## config.mk

```make
export PLATFORM = sky130hd
export DESIGN_NAME = vnmf_scan
export DESIGN_NICKNAME = d
export VERILOG_FILES = /design/src/rtl/vnmf_pkg.sv /design/src/rtl/vnmf_scan.sv
export SDC_FILE = /design/constraint.sdc
export NUM_CORES = 1
export LEC_CHECK = 0
export BUFFER_PORTS_ARGS = -buffer_cell sky130_fd_sc_hd__buf_2
export CORE_MARGIN = 10
export CORE_UTILIZATION = 40
export DETAILED_ROUTE_END_ITERATION = 10
export GPL_TIMING_DRIVEN = 0
export PLACE_DENSITY_LB_ADDON = 0.2
export SETUP_SLACK_MARGIN = 0.05
export SLEW_MARGIN = 10
export SYNTH_ARGS = -nofsm -noshare
export SYNTH_HDL_FRONTEND = slang
export SYNTH_SLANG_ARGS = --single-unit
```

## constraint.sdc

```tcl
create_clock -name i_clk -period 5.65 [get_ports i_clk]
set_input_delay 1.13 -clock i_clk [delete_from_list [all_inputs] [get_ports i_clk]]
set_output_delay 1.13 -clock i_clk [all_outputs]
set_load 0.05 [all_outputs]
```

## src/rtl/vnmf_pkg.sv

```systemverilog
// Package for the voxel neighbourhood max and fill test block.
// Field widths, scan state type, control structs and register indexes.
// No dependencies.
`default_nettype none
package vnmf_pkg;

    // Default edge length of the voxel store
    localparam int MAX_DIM_DEF = 32;

    // Coordinate, dimension/counter, voxel and result widths
    localparam int CW = 5;
    localparam int DW = 6;
    localparam int VW = 16;
    localparam int MW = 15;

    // Function codes carried on tuser
    localparam logic FUNC_WRITE = 1'b0;
    localparam logic FUNC_QUERY = 1'b1;

    // Configuration register indexes
    typedef enum logic [1:0] {
        CFG_WIDTH  = 2'd0,
        CFG_HEIGHT = 2'd1,
        CFG_DEPTH  = 2'd2
    } t_cfg_idx;

    // Scan sequencer states
    typedef enum logic [1:0] {
        S_IDLE,
        S_RUN,
        S_DRAIN,
        S_DONE
    } t_scan_state;

    // Sequencer to accumulator control
    typedef struct packed {
        logic clear;
        logic rd;
    } t_acc_ctl;

    // Accumulated result
    typedef struct packed {
        logic [MW-1:0] max;
        logic          filled;
    } t_result;

endpackage
`default_nettype wire

```

## src/rtl/vnmf_scan.sv

```systemverilog
// Neighbourhood scan sequencer: clips the 3x3x3 window to the volume and
// walks it one store read per cycle, skipping the centre.
// Depends on vnmf_pkg.
`default_nettype none
module vnmf_scan #(
    parameter int MAX_DIM = vnmf_pkg::MAX_DIM_DEF,
    parameter int AW      = $clog2(MAX_DIM)
) (
    input  wire logic                    i_clk,
    input  wire logic                    i_rst_n,
    input  wire logic                    i_start,
    input  wire logic [vnmf_pkg::CW-1:0] i_x,
    input  wire logic [vnmf_pkg::CW-1:0] i_y,
    input  wire logic [vnmf_pkg::CW-1:0] i_z,
    input  wire logic [vnmf_pkg::DW-1:0] i_w,
    input  wire logic [vnmf_pkg::DW-1:0] i_h,
    input  wire logic [vnmf_pkg::DW-1:0] i_d,
    input  wire logic                    i_res_rdy,
    output logic                         o_idle,
    output logic                         o_done,
    output vnmf_pkg::t_acc_ctl           o_ctl,
    output logic [3*AW-1:0]              o_addr
);
    import vnmf_pkg::*;

    t_scan_state r_state, n_state;

    logic [DW-1:0] r_i, r_j, r_k;
    logic [DW-1:0] r_x0, r_y0, r_xn, r_yn, r_zn;
    logic [DW-1:0] r_cx, r_cy, r_cz;

    logic [DW-1:0] dim_w, dim_h, dim_d;
    logic [DW-1:0] lo_x, lo_y, lo_z, hi_x, hi_y, hi_z;
    logic [DW-1:0] ex, ey, ez;
    logic          empty, i_wrap, j_wrap, k_wrap, last, centre;

    // clamp dimensions to the store edge
    always_comb begin
        dim_w = (int'(i_w) > MAX_DIM) ? DW'(MAX_DIM) : i_w;
        dim_h = (int'(i_h) > MAX_DIM) ? DW'(MAX_DIM) : i_h;
        dim_d = (int'(i_d) > MAX_DIM) ? DW'(MAX_DIM) : i_d;
    end

    // window bounds: lo = c-1 floored at 0, hi = min(c+2, dim), exclusive
    always_comb begin
        lo_x = (i_x == '0) ? '0 : {1'b0, i_x} - DW'(1);
        lo_y = (i_y == '0) ? '0 : {1'b0, i_y} - DW'(1);
        lo_z = (i_z == '0) ? '0 : {1'b0, i_z} - DW'(1);
        ex   = {1'b0, i_x} + DW'(2);
        ey   = {1'b0, i_y} + DW'(2);
        ez   = {1'b0, i_z} + DW'(2);
        hi_x = (ex < dim_w) ? ex : dim_w;
        hi_y = (ey < dim_h) ? ey : dim_h;
        hi_z = (ez < dim_d) ? ez : dim_d;
        empty = (lo_x >= hi_x) || (lo_y >= hi_y) || (lo_z >= hi_z);
    end

    // walk position flags
    always_comb begin
        i_wrap = (r_i + DW'(1)) == r_xn;
        j_wrap = (r_j + DW'(1)) == r_yn;
        k_wrap = (r_k + DW'(1)) == r_zn;
        last   = i_wrap && j_wrap && k_wrap;
        centre = (r_i == r_cx) && (r_j == r_cy) && (r_k == r_cz);
    end

    // next state
    always_comb begin
        n_state = r_state;
        unique case (r_state)
            S_IDLE:  if (i_start) n_state = empty ? S_DONE : S_RUN;
            S_RUN:   if (last) n_state = S_DRAIN;
            S_DRAIN: n_state = S_DONE;
            S_DONE:  if (i_res_rdy) n_state = S_IDLE;
        endcase
    end

    // state outputs
    always_comb begin
        o_idle    = (r_state == S_IDLE);
        o_done    = (r_state == S_DONE);
        o_ctl.clear = (r_state == S_IDLE) && i_start;
        o_ctl.rd    = (r_state == S_RUN) && !centre;
    end

    assign o_addr = {AW'(r_k), AW'(r_j), AW'(r_i)};

    always_ff @(posedge i_clk) begin
        if (!i_rst_n) begin
            r_state <= S_IDLE;
        end else begin
            r_state <= n_state;
        end
    end

    // window registers and walk counters, x fastest
    always_ff @(posedge i_clk) begin
        if (r_state == S_IDLE && i_start) begin
            r_x0 <= lo_x;
            r_y0 <= lo_y;
            r_xn <= hi_x;
            r_yn <= hi_y;
            r_zn <= hi_z;
            r_i  <= lo_x;
            r_j  <= lo_y;
            r_k  <= lo_z;
            r_cx <= {1'b0, i_x};
            r_cy <= {1'b0, i_y};
            r_cz <= {1'b0, i_z};
        end else if (r_state == S_RUN) begin
            if (!i_wrap) begin
                r_i <= r_i + DW'(1);
            end else begin
                r_i <= r_x0;
                if (!j_wrap) begin
                    r_j <= r_j + DW'(1);
                end else begin
                    r_j <= r_y0;
                    r_k <= r_k + DW'(1);
                end
            end
        end
    end

`ifndef ASSERT_OFF
    // walk stays inside the clipped window
    a_in_window: assert property (@(posedge i_clk) disable iff (!i_rst_n)
        (r_state == S_RUN) |-> (r_i < r_xn && r_j < r_yn && r_k < r_zn
                                && r_i >= r_x0 && r_j >= r_y0))
        else $error("scan position left the window");
    // the centre voxel is never read
    a_no_centre: assert property (@(posedge i_clk) disable iff (!i_rst_n)
        o_ctl.rd |-> !(r_i == r_cx && r_j == r_cy && r_k == r_cz))
        else $error("centre voxel read");
    // no read issued outside the walk
    a_rd_in_run: assert property (@(posedge i_clk) disable iff (!i_rst_n)
        (r_state != S_RUN) |-> !o_ctl.rd)
        else $error("read issued outside the walk");
    // the walk always ends through the drain cycle
    a_drain: assert property (@(posedge i_clk) disable iff (!i_rst_n)
        (r_state == S_RUN && last) |=> (r_state == S_DRAIN))
        else $error("walk did not drain");
`endif

endmodule
`default_nettype wire

```

# --- Yosys cells after proc, flatten, opt, wreduce, memory -nomap -nowiden ---
# Cells that the tools add are included.
word_totals:
  output_inout_bits: 19
  reg_bits: 65
  in_bits: 37
  elab_cells: 86
op_classes:
  reduce_logical: 19
  n_eq_ne: 12
  n_addsub: 9
  order_cmp: 9
  n_mux: 25
op_table:
  columns: ["operator", "count"]
  rows:
  - ["$mux 6", 20]
  - ["$add 5x2->6 const B", 3]
  - ["$add 6x1->6 const B", 3]
  - ["$eq 6x5->1", 3]
  - ["$eq 6x6->1", 3]
  - ["$ge 6x6->1", 3]
  - ["$gt 6x6->1 const B", 3]
  - ["$lt 6x6->1", 3]
  - ["$sub 5x1->6 const B", 3]
  - ["$logic_not 5->1", 3]
  - ["$mux 2", 4]
  - ["$pmux 2 s4", 1]
  - ["$logic_and 1x1->1", 6]
  - ["$ne 2x2->1 const B", 3]
  - ["$reduce_and 3->1", 2]
  - ["$reduce_bool 2->1", 3]
  - ["$eq 2x2->1 const B", 2]
  - ["$eq 2x1->1 const B", 1]
  - ["$logic_not 2->1", 1]
  - ["$logic_or 1x1->1", 2]
  - ["$reduce_and 2->1", 1]
  - ["$logic_not 1->1", 1]

# --- Logic depth before layout (Yosys ltp) ---
# Gate-level depths: netlist (run 1).
depth:
  word_depth: 10
  mapped_depth: 16

# --- Worst setup path before layout (run 1) ---
# No wires, ideal clock.
synth_timing:
  kind: "in2out"
  startpoint: "input i_start"
  endpoint: "output o_ctl[1] (netlist name)"
  t_required_ns: 4.520
  t_arrival_ns: 3.112
  path_slack_ns: 1.408
  n_path_buf: 1
  cell_stages: 3
  path_cell_list: "nand2_1 inv_1 clkbuf_1"
synth_rtl:
  columns: ["item", "line_no", "source"]
  rows:
  - ["from (decl)", "vnmf_scan.sv:11", "input wire logic i_start,"]
  - ["to (decl)", "vnmf_scan.sv:21", "output vnmf_pkg::t_acc_ctl o_ctl,"]

# --- Final worst setup path (run 1) ---
layout_timing:
  startpoint: "input i_x[3] (netlist name)"
  endpoint: "register r_state[1]"
layout_via:
  elab_chain_cells: 9
  word_cells_on_any_way: 12
  classes_between: "2 x add/sub; 2 x order compare; 5 x mux; 3 x reduce/logical"
layout_lines:
  columns: ["item", "line_no", "source"]
  rows:
  - ["from (decl)", "vnmf_scan.sv:12", "input wire logic [vnmf_pkg::CW-1:0] i_x,"]
  - ["$add 5x2->6", "vnmf_scan.sv:49", "ex = {1'b0, i_x} + DW'(2);"]
  - ["$lt 6x6->1", "vnmf_scan.sv:52", "hi_x = (ex < dim_w) ? ex : dim_w;"]
  - ["$mux 6", "vnmf_scan.sv:52", null]
  - ["$ge 6x6->1 *", "vnmf_scan.sv:55", "empty = (lo_x >= hi_x) || (lo_y >= hi_y) || (lo_z >= hi_z);"]
  - ["$logic_or 1x1->1 * (2 in a row)", "vnmf_scan.sv:55", null]
  - ["$mux 2 * (2 in a row)", "vnmf_scan.sv:71", "S_IDLE: if (i_start) n_state = empty ? S_DONE : S_RUN;"]
  - ["$pmux 2 s4 *", "vnmf_scan.sv:70", "unique case (r_state)"]
  - ["to (signal assigned)", "vnmf_scan.sv:92", "r_state <= n_state;"]
  - ["to (decl)", "vnmf_scan.sv:26", "t_scan_state r_state, n_state;"]
# Every way passes the cells marked *; elsewhere a longest branch is shown, timed or not. The select of a mux whose other input is x is not followed.
# A chain may end at the register's enable or synchronous reset.

==> results of run 1 <==
==> kinds of logic (layout without fill, tap and decap cells) <==
group	Yosys count	count (layout)	share of synthesized area
AOI/OAI and AO/OA	63	63	0.08494
xor gates and xnor gates	53	53	0.1055
adders and majority gates	52	52	0.1351
buffers and inverters	58	128	0.05948
DFF	65	65	0.4010
muxes	46	46	0.09948
and+or+nand+nor	113	113	0.1145
==> cell type report <==
type / count / area, sq um
repair buffers: 55 / 275.3
plain buffers: 27 / 173.9
inverters: 31 / 116.4
fillers: 1134 / 6330
flip-flops and latches: 65 / 1932
clock buffers: 11 / 232.7
multi-input cells: 327 / 2599
well taps: 147 / 183.9
clock inverters: 4 / 68.82
==> metal layers <==
layer,track usage,routed length [microns]
met5,0,0
met3,0.02759,534
met4,0.05159,212
met1,0.1769,4967
met2,0.2127,5116
==> report_power, final <==
group,leakage [nW],internal (W),switching [W]
logic,1.73,0.000435,0.000666
clock network,0.147,0.000381,0.000190
registers,0.616,0.000729,0.000120
==> final timing paths <==
kind	depth (start not counted)	startpoint	slack, ns	end
max reg2reg	8	r_i[0]	2.40	r_k[1]
min	2	r_state[1]	0.51	r_state[1]
min reg2reg	2	r_state[1]	0.51	r_state[1]
max	17	i_x[3]	1.57	r_state[1]
==> registers in the layout (all words and copies together) (netlist names) <==
signal and cells:
r_i 6, r_j 6, r_k 6, r_x0 6, r_xn 6, r_y0 6, r_yn 6, r_zn 6
r_cx 5, r_cy 5, r_cz 5, r_state 2
==> critical path, cell delays in order <==
cell and delay [ns]:
buf_2 0.10, clkbuf_1 0.27, nand3_1 0.14, xor2_1 0.24, inv_1 0.08, ha_1 0.28
nand2_1 0.05, o21ai_1 0.16, buf_2 0.30, mux2_2 0.37, ha_1 0.26, o21ai_0 0.15
a21oi_1 0.07, o21a_1 0.18, o211ai_1 0.19, a41o_1 0.24, mux2i_1 0.08
==> placed cells by master, fill, tap and decap left out, drive strengths merged, types with 7 or more instances in the layout <==
master  count
and3        9
inv        31
o21ai      15
xor2       29
ha         52
a21o        7
nor2       30
clkbuf     19
buf        74
nand2      30
edfxtp     63
nand3      12
a21oi      21
mux2i      31
mux2       15
xnor2      21
==> metrics by stage <==
step,worst slack [ns],power [W],utilization,instances
final,1.572,0.002520,0.4686,667
after CTS,1.597,0.002542,0.4686,667
after detailed placement,1.256,0.001969,0.4433,652
after floorplan,1.408,0.001696,-,450
after global placement,0.4750,0.001951,0.4430,652
after global routing,1.267,0.002688,0.4686,667
==> flow_metrics.env, run 1 <==
export IMPL_status="completed"
export IMPL_antenna_found_initial=0
export IMPL_post_synth_top_area_cell="edfxtp_1"
export IMPL_ys_async_sr_fraction=0
export IMPL_hold_class="register to register"
export IMPL_setup_worst_path_end_class="register"
export IMPL_drive_gt1_frac=0.2135
export IMPL_routabilityCongestion=0.8248
export IMPL_ys_seq_elements=65
export IMPL_core_area_sq_um=11910
export IMPL_initial_core_util=0.4044
export IMPL_max_freq_ghz=0.2452
export IMPL_wl_per_cell_microns=16.24
export IMPL_synth_yosys_seq_area_share=0.4010
export IMPL_worstSetupPathType="primary input to register"
export IMPL_power_density_nw_per_um2=451.5
export IMPL_synth_area_top_cells="edfxtp_1 39%, ha_1 14%, mux2i_1 6.4%"
export IMPL_cts_hold_buffers=0
export IMPL_clkTransAtPathRegs_ns=0.05
export IMPL_firstDrtPassIters=4
export IMPL_period_share=0.7218
export IMPL_synth_most_common_cell="edfxtp_1"
export IMPL_synthCells=450
export IMPL_cp_max_fo=10
export IMPL_synth_top_flop_cell="edfxtp_1"
export IMPL_grt_max_degree=56
export IMPL_synth_top_area_frac=0.3927
export IMPL_fin_area_sq_um=5582
export IMPL_synth_edf_count=63
export IMPL_num_rows=40
export IMPL_chipHeight_microns=129.7
export IMPL_finalSetupViolCount=0
export IMPL_synth_warnings=0
export IMPL_min_period_ns=4.078
export IMPL_yosysUniqueCellTypes=46
export IMPL_root_buffer="clkbuf_16"
export IMPL_worst_slew_pin_slew_ns=1.065
export IMPL_maxSlewViolCount=0
export IMPL_area_growth_pct=15.87
export IMPL_vias=3422
export IMPL_nets=605
export IMPL_routed_via_density=5.130
export IMPL_postRouteAntennaNets=0
export IMPL_cts_made_buffers=9
export IMPL_worstSkewPairLatency_ns=0.33
export IMPL_die_area_sq_um=16830
export IMPL_drc_errors=0
export IMPL_tritoncts="done"
export IMPL_ctsResizeCount=0
export IMPL_cts_max_level=3
export IMPL_worst_endpoint_arrival_ns=4.29
export IMPL_cts_sinks=65
export IMPL_finalSetupTns_ns=0
export IMPL_hold_slack_ns=0.5099
export IMPL_p_leak_nw=2.488
export IMPL_netlist_area_sq_um=4817
export IMPL_synth_area_per_cell_sq_um=10.70
export IMPL_hold_violations=0
export IMPL_grt_setup_unrepaired="false"
export IMPL_synth_common_cells="63 x edfxtp_1, 52 x ha_1, 31 x inv_1, 31 x mux2i_1"
export IMPL_post_cts_buffers=0
export IMPL_wl_microns=10830
export IMPL_start_kind="primary input"
export IMPL_hpwl_microns=8658
export IMPL_clockBufferDepth=2
export IMPL_dieWidth_microns=129.7
export IMPL_drv_cap=0
export IMPL_post_dp_cell_area_sq_um=5280
export IMPL_crit_required_ns=5.86
export IMPL_drtIter0Drc=214
export IMPL_diodes=0
export IMPL_ios=56
export IMPL_skew_ns=0.005090
export IMPL_grt_pass1_vias=3462
export IMPL_track_usage=0.1344
export IMPL_port_buffers=55
export IMPL_ir_worst_vdd_mv=0.1797
export IMPL_grt_pass1_wl_microns=17800
export IMPL_slew_headroom=0.2827
export IMPL_synth_nets=539
export IMPL_overflow=0
Power figures use the tool's default switching activity.
==> run 2: changes to the inputs <==
--- a/config.mk
+++ b/config.mk
@@ -5,6 +5,7 @@
 export SDC_FILE = /design/constraint.sdc
 export NUM_CORES = 1
 export LEC_CHECK = 0
+export ABC_AREA = 1
 export BUFFER_PORTS_ARGS = -buffer_cell sky130_fd_sc_hd__buf_2
 export CORE_MARGIN = 10
 export CORE_UTILIZATION = 40
==> constraint.sdc (replaced) <==
create_clock -name i_clk -period 3.6 [get_ports i_clk]
set_input_delay 0.72 -clock i_clk [delete_from_list [all_inputs] [get_ports i_clk]]
set_output_delay 0.72 -clock i_clk [all_outputs]
set_load 0.05 [all_outputs]
==> run 2 against run 1 <==
Synthesized cell count rose by 39%. Critical endpoint unchanged. Combinational power rose by 80%. Critical path depth rose by 4. Clock power rose by 75%. Worst setup slack got worse by 1.4 ns. Sequential share of layout area fell by 2.2 points. Cell count rose by 30%. Largest cell class unchanged.
==> flow_metrics.env, run 2 <==
export IMPL_status="completed"
export IMPL_postRouteAntennaNets=0
export IMPL_worstSkewPairLatency_ns=0.33
export IMPL_power_density_nw_per_um2=731.2
export IMPL_routabilityCongestion=0.8871
export IMPL_synth_area_top_cells="edfxtp_1 38%, ha_1 13%, nand2_1 11%"
export IMPL_combPwrFrac=0.454
export IMPL_clkTransAtPathRegs_ns=0.06
export IMPL_synth_yosys_seq_area_share=0.3851
export IMPL_cp_slowest_cell="ha_1"
export IMPL_r2r_slack_ns=0.77
export IMPL_tritoncts="done"
export IMPL_setup_worst_path_end_class="register"
export IMPL_drive_gt1_frac=0.1860
export IMPL_intPower_w=0.002535
export IMPL_vias=4258
export IMPL_finalPower_w=0.004358
export IMPL_synth_top_area_frac=0.3772
export IMPL_maxSlewViolCount=0
export IMPL_layout_common_cells="142 x nand2_1, 92 x inv_1, 63 x edfxtp_1"
export IMPL_hold_class="register to register"
export IMPL_fillers=1172
export IMPL_synth_top_flop_cell="edfxtp_1"
export IMPL_grt_pass1_wl_microns=20180
export IMPL_ios=56
export IMPL_area_growth_pct=18.83
export IMPL_synth_edf_count=63
export IMPL_synth_most_common_cell="nand2_1"
export IMPL_regArea_sq_um=1932
export IMPL_min_from="r_state[0]"
export IMPL_slew_headroom=0.3901
export IMPL_crit_start="i_x[1]"
export IMPL_grt_pass1_vias=4269
export IMPL_initial_core_util=0.4124
export IMPL_critPathMostFrequentCell="nand3_1"
export IMPL_ys_async_sr_fraction=0
export IMPL_overflow=0
export IMPL_p_sw_w=0.001823
export IMPL_nets=783
export IMPL_p_clk_frac=0.230
export IMPL_cp_max_fo=5
export IMPL_ir_worst_vdd_mv=0.3191
export IMPL_slowest_delay_ns=0.34
export IMPL_drv_cap=0
export IMPL_min_period_ns=3.381
export IMPL_synth_warnings=0
export IMPL_drc_errors=0
export IMPL_wl_microns=12240
export IMPL_crit_chain="buf_2 -> ha_1 -> xor2_2 -> ha_4 -> a21oi_2 -> nor2_1 -> a211oi_2 -> o21ai_2 -> buf_4 -> nand2_1 -> o21ai_1 -> ha_1 -> nand2_2 -> o21bai_1 -> nand3_1 -> nor2_2 -> nand3_1 -> mux2i_1 -> nand3_1 -> nand2_1 -> nor2_1"
export IMPL_track_usage=0.1388
export IMPL_start_kind="primary input"
export IMPL_critical_path_buf_inv_count=2
export IMPL_worst_path_dominant_cell_family="adder cells"
export IMPL_synthCells=627
export IMPL_cts_max_level=3
export IMPL_ys_seq_elements=65
export IMPL_core_area_sq_um=12160
export IMPL_synth_common_cells="145 x nand2_1, 92 x inv_1, 63 x edfxtp_1"
export IMPL_skew_ns=0.005843
export IMPL_chipHeight_microns=132.0
export IMPL_crit_required_ns=3.82
export IMPL_grt_max_degree=56
export IMPL_num_rows=40
export IMPL_final_common_cell="nand2_1"
export IMPL_pwr_share_seq=0.316
export IMPL_max_freq_ghz=0.2957
export IMPL_period_share=0.9392
export IMPL_worstSetupPathType="primary input to register"
export IMPL_dieWidth_microns=132.0
export IMPL_hpwl_microns=9823
export IMPL_p_sw_frac=0.4183
export IMPL_worst_endpoint_arrival_ns=3.60
export IMPL_p_leak_nw=2.826
export IMPL_worst_slew_pin_slew_ns=0.9052
export IMPL_wl_per_cell_microns=14.12
export IMPL_drtIter0Drc=249
export IMPL_antenna_found_initial=0
export IMPL_grt_setup_unrepaired="false"
export IMPL_hold_violations=0
export IMPL_fin_area_sq_um=5961
export IMPL_worst_slack_ns=0.2187
export IMPL_routed_via_density=4.911
export IMPL_pre_cts_ws_ns=-0.3124
export IMPL_cts_hold_buffers=0
export IMPL_multiInputGateArea_sq_um=2641
export IMPL_post_synth_top_area_cell="edfxtp_1"
export IMPL_cts_sinks=65
export IMPL_clockBufferDepth=2
export IMPL_diodes=0
export IMPL_netlist_area_sq_um=5016
export IMPL_finalSetupViolCount=0
export IMPL_synth_area_per_cell_sq_um=8.000
export IMPL_yosysUniqueCellTypes=38
export IMPL_cts_made_buffers=9
export IMPL_port_buffers=55
export IMPL_firstDrtPassIters=4
export IMPL_post_dp_cell_area_sq_um=5505
export IMPL_die_area_sq_um=17420
export IMPL_r2r_start="r_i[0]"
export IMPL_synth_nets=716
export IMPL_root_buffer="clkbuf_16"
run 2: changes by cell type after synthesis, moves of 18 or more:
cell | before | now
nor2_1 | 30 | 54
inv_1 | 31 | 92
o21ai_1 | 3 | 21
nand2_1 | 30 | 145
nand3_1 | 12 | 44
mux2i_1 | 31 | 1
run 2: per-layer routing:
| layer | wire, microns | track usage | share of wire |
|---|---|---|---|
| met5 | 0 | 0 | 0 |
| met4 | 270 | 0.05377 | 0.022 |
| met3 | 431 | 0.02477 | 0.035 |
| met2 | 6194 | 0.2457 | 0.51 |
| met1 | 5342 | 0.1617 | 0.44 |
run 2: final cells by class:
| type | instances | share of cell area |
|---|---|---|
| clock buffer | 9 | 0.03778 |
| inverter | 96 | 0.06045 |
| multi-input combinational | 438 | 0.4431 |
| clock inverter | 7 | 0.01952 |
| tap | 168 | 0.03526 |
| buffer | 26 | 0.03023 |
| timing repair buffer | 58 | 0.04954 |
| sequential | 65 | 0.3241 |
run 2: power groups by stage:
stage          registers (W)  logic, W  clock network, W
2_1_floorplan        0.00132   0.00152                 0
3_3_place_gp         0.00139   0.00189                 0
3_5_place_dp         0.00139   0.00195                 0
4_1_cts              0.00138   0.00196           0.00101
5_1_grt              0.00141   0.00221           0.00104
6_report             0.00138   0.00198           0.00100
run 2: kinds of logic after synthesis:
kind of cell | after synthesis | synth area share
xor gates and xnor gates | 28 | 0.04889
AOI/OAI and AO/OA | 79 | 0.08980
adders and majority gates | 52 | 0.1297
buffers and inverters | 124 | 0.1068
DFF | 65 | 0.3851
muxes | 1 | 0.001996
and+or+nand+nor | 278 | 0.2377
run 2: repair_timing:
| item | 4_1_cts | 5_1_grt |
|---|---|---|
| cloned | 0 | 1 |
| setup endpoints to repair | 1 | 1 |
| buffers inserted | 0 | 2 |
| gates resized for setup | 1 | 34 |
| hold endpoints to repair | 0 | 0 |
| pin swaps | 0 | 9 |
run 2: final timing paths:
kind / depth (start not counted) / to
worst max-delay path: 21 / r_state[1]
worst min-delay path: 2 / r_state[0]
worst max register to register: 10 / r_j[2]
worst min register to register: 2 / r_state[0]
run 2: per-stage QoR:
| stage | cells | hold slack [ns] | utilization | setup TNS (ns) |
|---|---|---|---|---|
| floorplan | 627 | 0.5033 | - | 0 |
| global placement | 850 | 0.5246 | 0.4525 | -0.2531 |
| detailed placement | 850 | 0.5399 | 0.4527 | -0.3124 |
| CTS | 864 | 0.5463 | 0.4802 | 0 |
| global route | 867 | 0.6064 | 0.4901 | 0 |
| finish | 867 | 0.5425 | 0.4901 | 0 |
run 2: tightest hold or removal path: cells and delay by family (launching register included):
family / cells / cell delay, ns
compound gates: 1 / 0.12
flops: 1 / 0.34
simple gates: 1 / 0.05
==> run 3: changes to the inputs <==
--- a/config.mk
+++ b/config.mk
@@ -7,8 +7,9 @@
 export LEC_CHECK = 0
 export ABC_AREA = 1
 export BUFFER_PORTS_ARGS = -buffer_cell sky130_fd_sc_hd__buf_2
+export CORE_ASPECT_RATIO = 0.9
 export CORE_MARGIN = 10
-export CORE_UTILIZATION = 40
+export CORE_UTILIZATION = 30
 export DETAILED_ROUTE_END_ITERATION = 10
 export GPL_TIMING_DRIVEN = 0
 export PLACE_DENSITY_LB_ADDON = 0.2
==> run 3 against run 2 <==
Clock power rose by 4%. Worst setup slack got worse by 0.040 ns. Total power rose by 2.4%. Routed wire length rose by 5.0%. Global-route usage fell by 2.7 points. Cell count rose by 5.2%. Core utilization fell by 11 points. Flip-flop and latch count did not move. Hold slack got worse by 0.0035 ns. Non-clock buffer count rose by 6. Critical path type unchanged. Highest routed layer is now met5.
==> flow_metrics.env, run 3 (synthesis results as in run 2) <==
export IMPL_root_buffer="clkbuf_16"
export IMPL_worst_slew_pin_slew_ns=1.012
export IMPL_port_buffers=55
export IMPL_ios=56
export IMPL_routed_via_density=4.664
export IMPL_core_area_sq_um=16300
export IMPL_drive_gt1_frac=0.2227
export IMPL_status="completed"
export IMPL_worst_path_dominant_cell_family="simple AND/OR/NAND/NOR gates"
export IMPL_final_util=0.3810
export IMPL_skew_ns=0.006997
export IMPL_cp_max_fo=5
export IMPL_tritoncts="done"
export IMPL_p_leak_nw=2.887
export IMPL_critical_path_buf_inv_count=3
export IMPL_power_density_nw_per_um2=718.6
export IMPL_setup_worst_path_end_class="register"
export IMPL_fin_cells=912
export IMPL_slowest_delay_ns=0.31
export IMPL_finalSetupViolCount=0
export IMPL_max_freq_ghz=0.2923
export IMPL_postRouteAntennaNets=0
export IMPL_drc_errors=0
export IMPL_die_area_sq_um=22300
export IMPL_final_common_cell="nand2_1"
export IMPL_hpwl_microns=10070
export IMPL_worstSkewPairLatency_ns=0.33
export IMPL_wl_microns=12850
export IMPL_vias=4254
export IMPL_crit_chain="buf_2 -> ha_4 -> xor2_4 -> ha_4 -> a21oi_2 -> nor2_1 -> a211oi_2 -> o21ai_2 -> buf_6 -> nand2_4 -> o21ai_2 -> ha_1 -> nand2_1 -> inv_1 -> o21bai_4 -> nand3_1 -> nor2_2 -> nand3_1 -> mux2i_1 -> nand3_1 -> nand2_1 -> nor2_1"
export IMPL_routabilityCongestion=0.8450
export IMPL_worstSetupPathType="primary input to register"
export IMPL_nets=789
export IMPL_grt_pass1_wl_microns=19980
export IMPL_cts_max_level=3
export IMPL_start_kind="primary input"
export IMPL_cp_slowest_cell="ha_1"
export IMPL_cts_made_buffers=9
export IMPL_cts_sinks=65
export IMPL_drv_cap=0
export IMPL_clkTransAtPathRegs_ns=0.05
export IMPL_crit_required_ns=3.82
export IMPL_layout_common_cells="140 x nand2_1, 90 x inv_1, 63 x edfxtp_1"
export IMPL_overflow=0
export IMPL_grt_pass1_vias=4145
export IMPL_maxSlewViolCount=0
export IMPL_track_usage=0.1116
export IMPL_chipHeight_microns=142.7
export IMPL_num_rows=44
export IMPL_critPathMostFrequentCell="nand3_1"
export IMPL_clockBufferDepth=2
export IMPL_hold_violations=0
export IMPL_drtIter0Drc=302
export IMPL_ir_worst_vdd_mv=0.3463
export IMPL_dieWidth_microns=156.3
export IMPL_grt_max_degree=56
export IMPL_hold_class="register to register"
export IMPL_cts_hold_buffers=0
export IMPL_worst_endpoint_arrival_ns=3.64
export IMPL_diodes=0
export IMPL_period_share=0.9504
export IMPL_initial_core_util=0.3078
export IMPL_dp_cells=889
export IMPL_area_growth_pct=23.77
export IMPL_wl_per_cell_microns=14.08
export IMPL_fillers=1691
export IMPL_firstDrtPassIters=4
export IMPL_min_period_ns=3.422
export IMPL_slew_headroom=0.3179
export IMPL_antenna_found_initial=1
[run 3: layout make-up]
cell class	instances	area, sq um	share of cell area
multi-input cells	438	2761	0.4448
flip-flops and latches	65	1932	0.3112
inverters	96	360.3	0.05804
repair buffers	64	349.1	0.05623
well taps	207	259.0	0.04172
clock buffers	10	229.0	0.03688
plain buffers	26	187.7	0.03023
clock inverters	6	130.1	0.02096
[run 3: final timing paths]
check | start | to | slack [ns] | depth (start not counted)
setup / recovery | i_x[1] | r_state[1] | 0.18 | 22
hold reg to reg | r_state[1] | r_state[1] | 0.54 | 2
setup reg to reg | r_i[0] | r_j[3] | 0.68 | 8
hold / removal | r_state[1] | r_state[1] | 0.54 | 2
[run 3: layer usage]
layer  global-route usage  part of all wire  vias to the layer above
met1               0.1366              0.46                     1964
met5                    0            0.0013                        -
met3              0.02973             0.041                       14
li1                     -                 -                     2205
met2               0.1832              0.48                       69
met4              0.04516             0.015                        2
[run 3: power by group]
part	total (W)	switching [W]	internal (W)
Combinational	0.00204	0.00133	0.000715
Clock	0.00104	0.000300	0.000743
Sequential	0.00137	0.000205	0.00117
[run 3: repair_timing]
action / in CTS / in global routing
pin swaps: 0 / 24
gates resized for setup: 11 / 56
cloned: 0 / 2
endpoints found under the setup margin: 1 / 1
buffers inserted: 0 / 7
[run 3: worst reg2reg max path: stages, from the launching register on]
cell and delay, ns:
edfxtp_1 0.51, ha_1 0.38, xor2_1 0.17, a21oi_1 0.16, nand3_1 0.11, nor2_2 0.19, inv_2 0.09, buf_6 0.15
o21ai_0 0.79
[run 3: through the flow]
stage               worst slack, ns  area, sq um  hold slack, ns  total power (W)   TNS, ns
floorplan                    0.3011         5017          0.5033         0.002844         0
global placement            -0.3181         5552          0.5295         0.003319   -0.3181
detailed placement          -0.4883         5554          0.5381         0.003359   -0.4883
CTS                         0.05104         5934          0.5457         0.004424         0
global route               -0.05941         6208          0.5759         0.004784  -0.05941
finish                       0.1785         6208          0.5391         0.004461         0
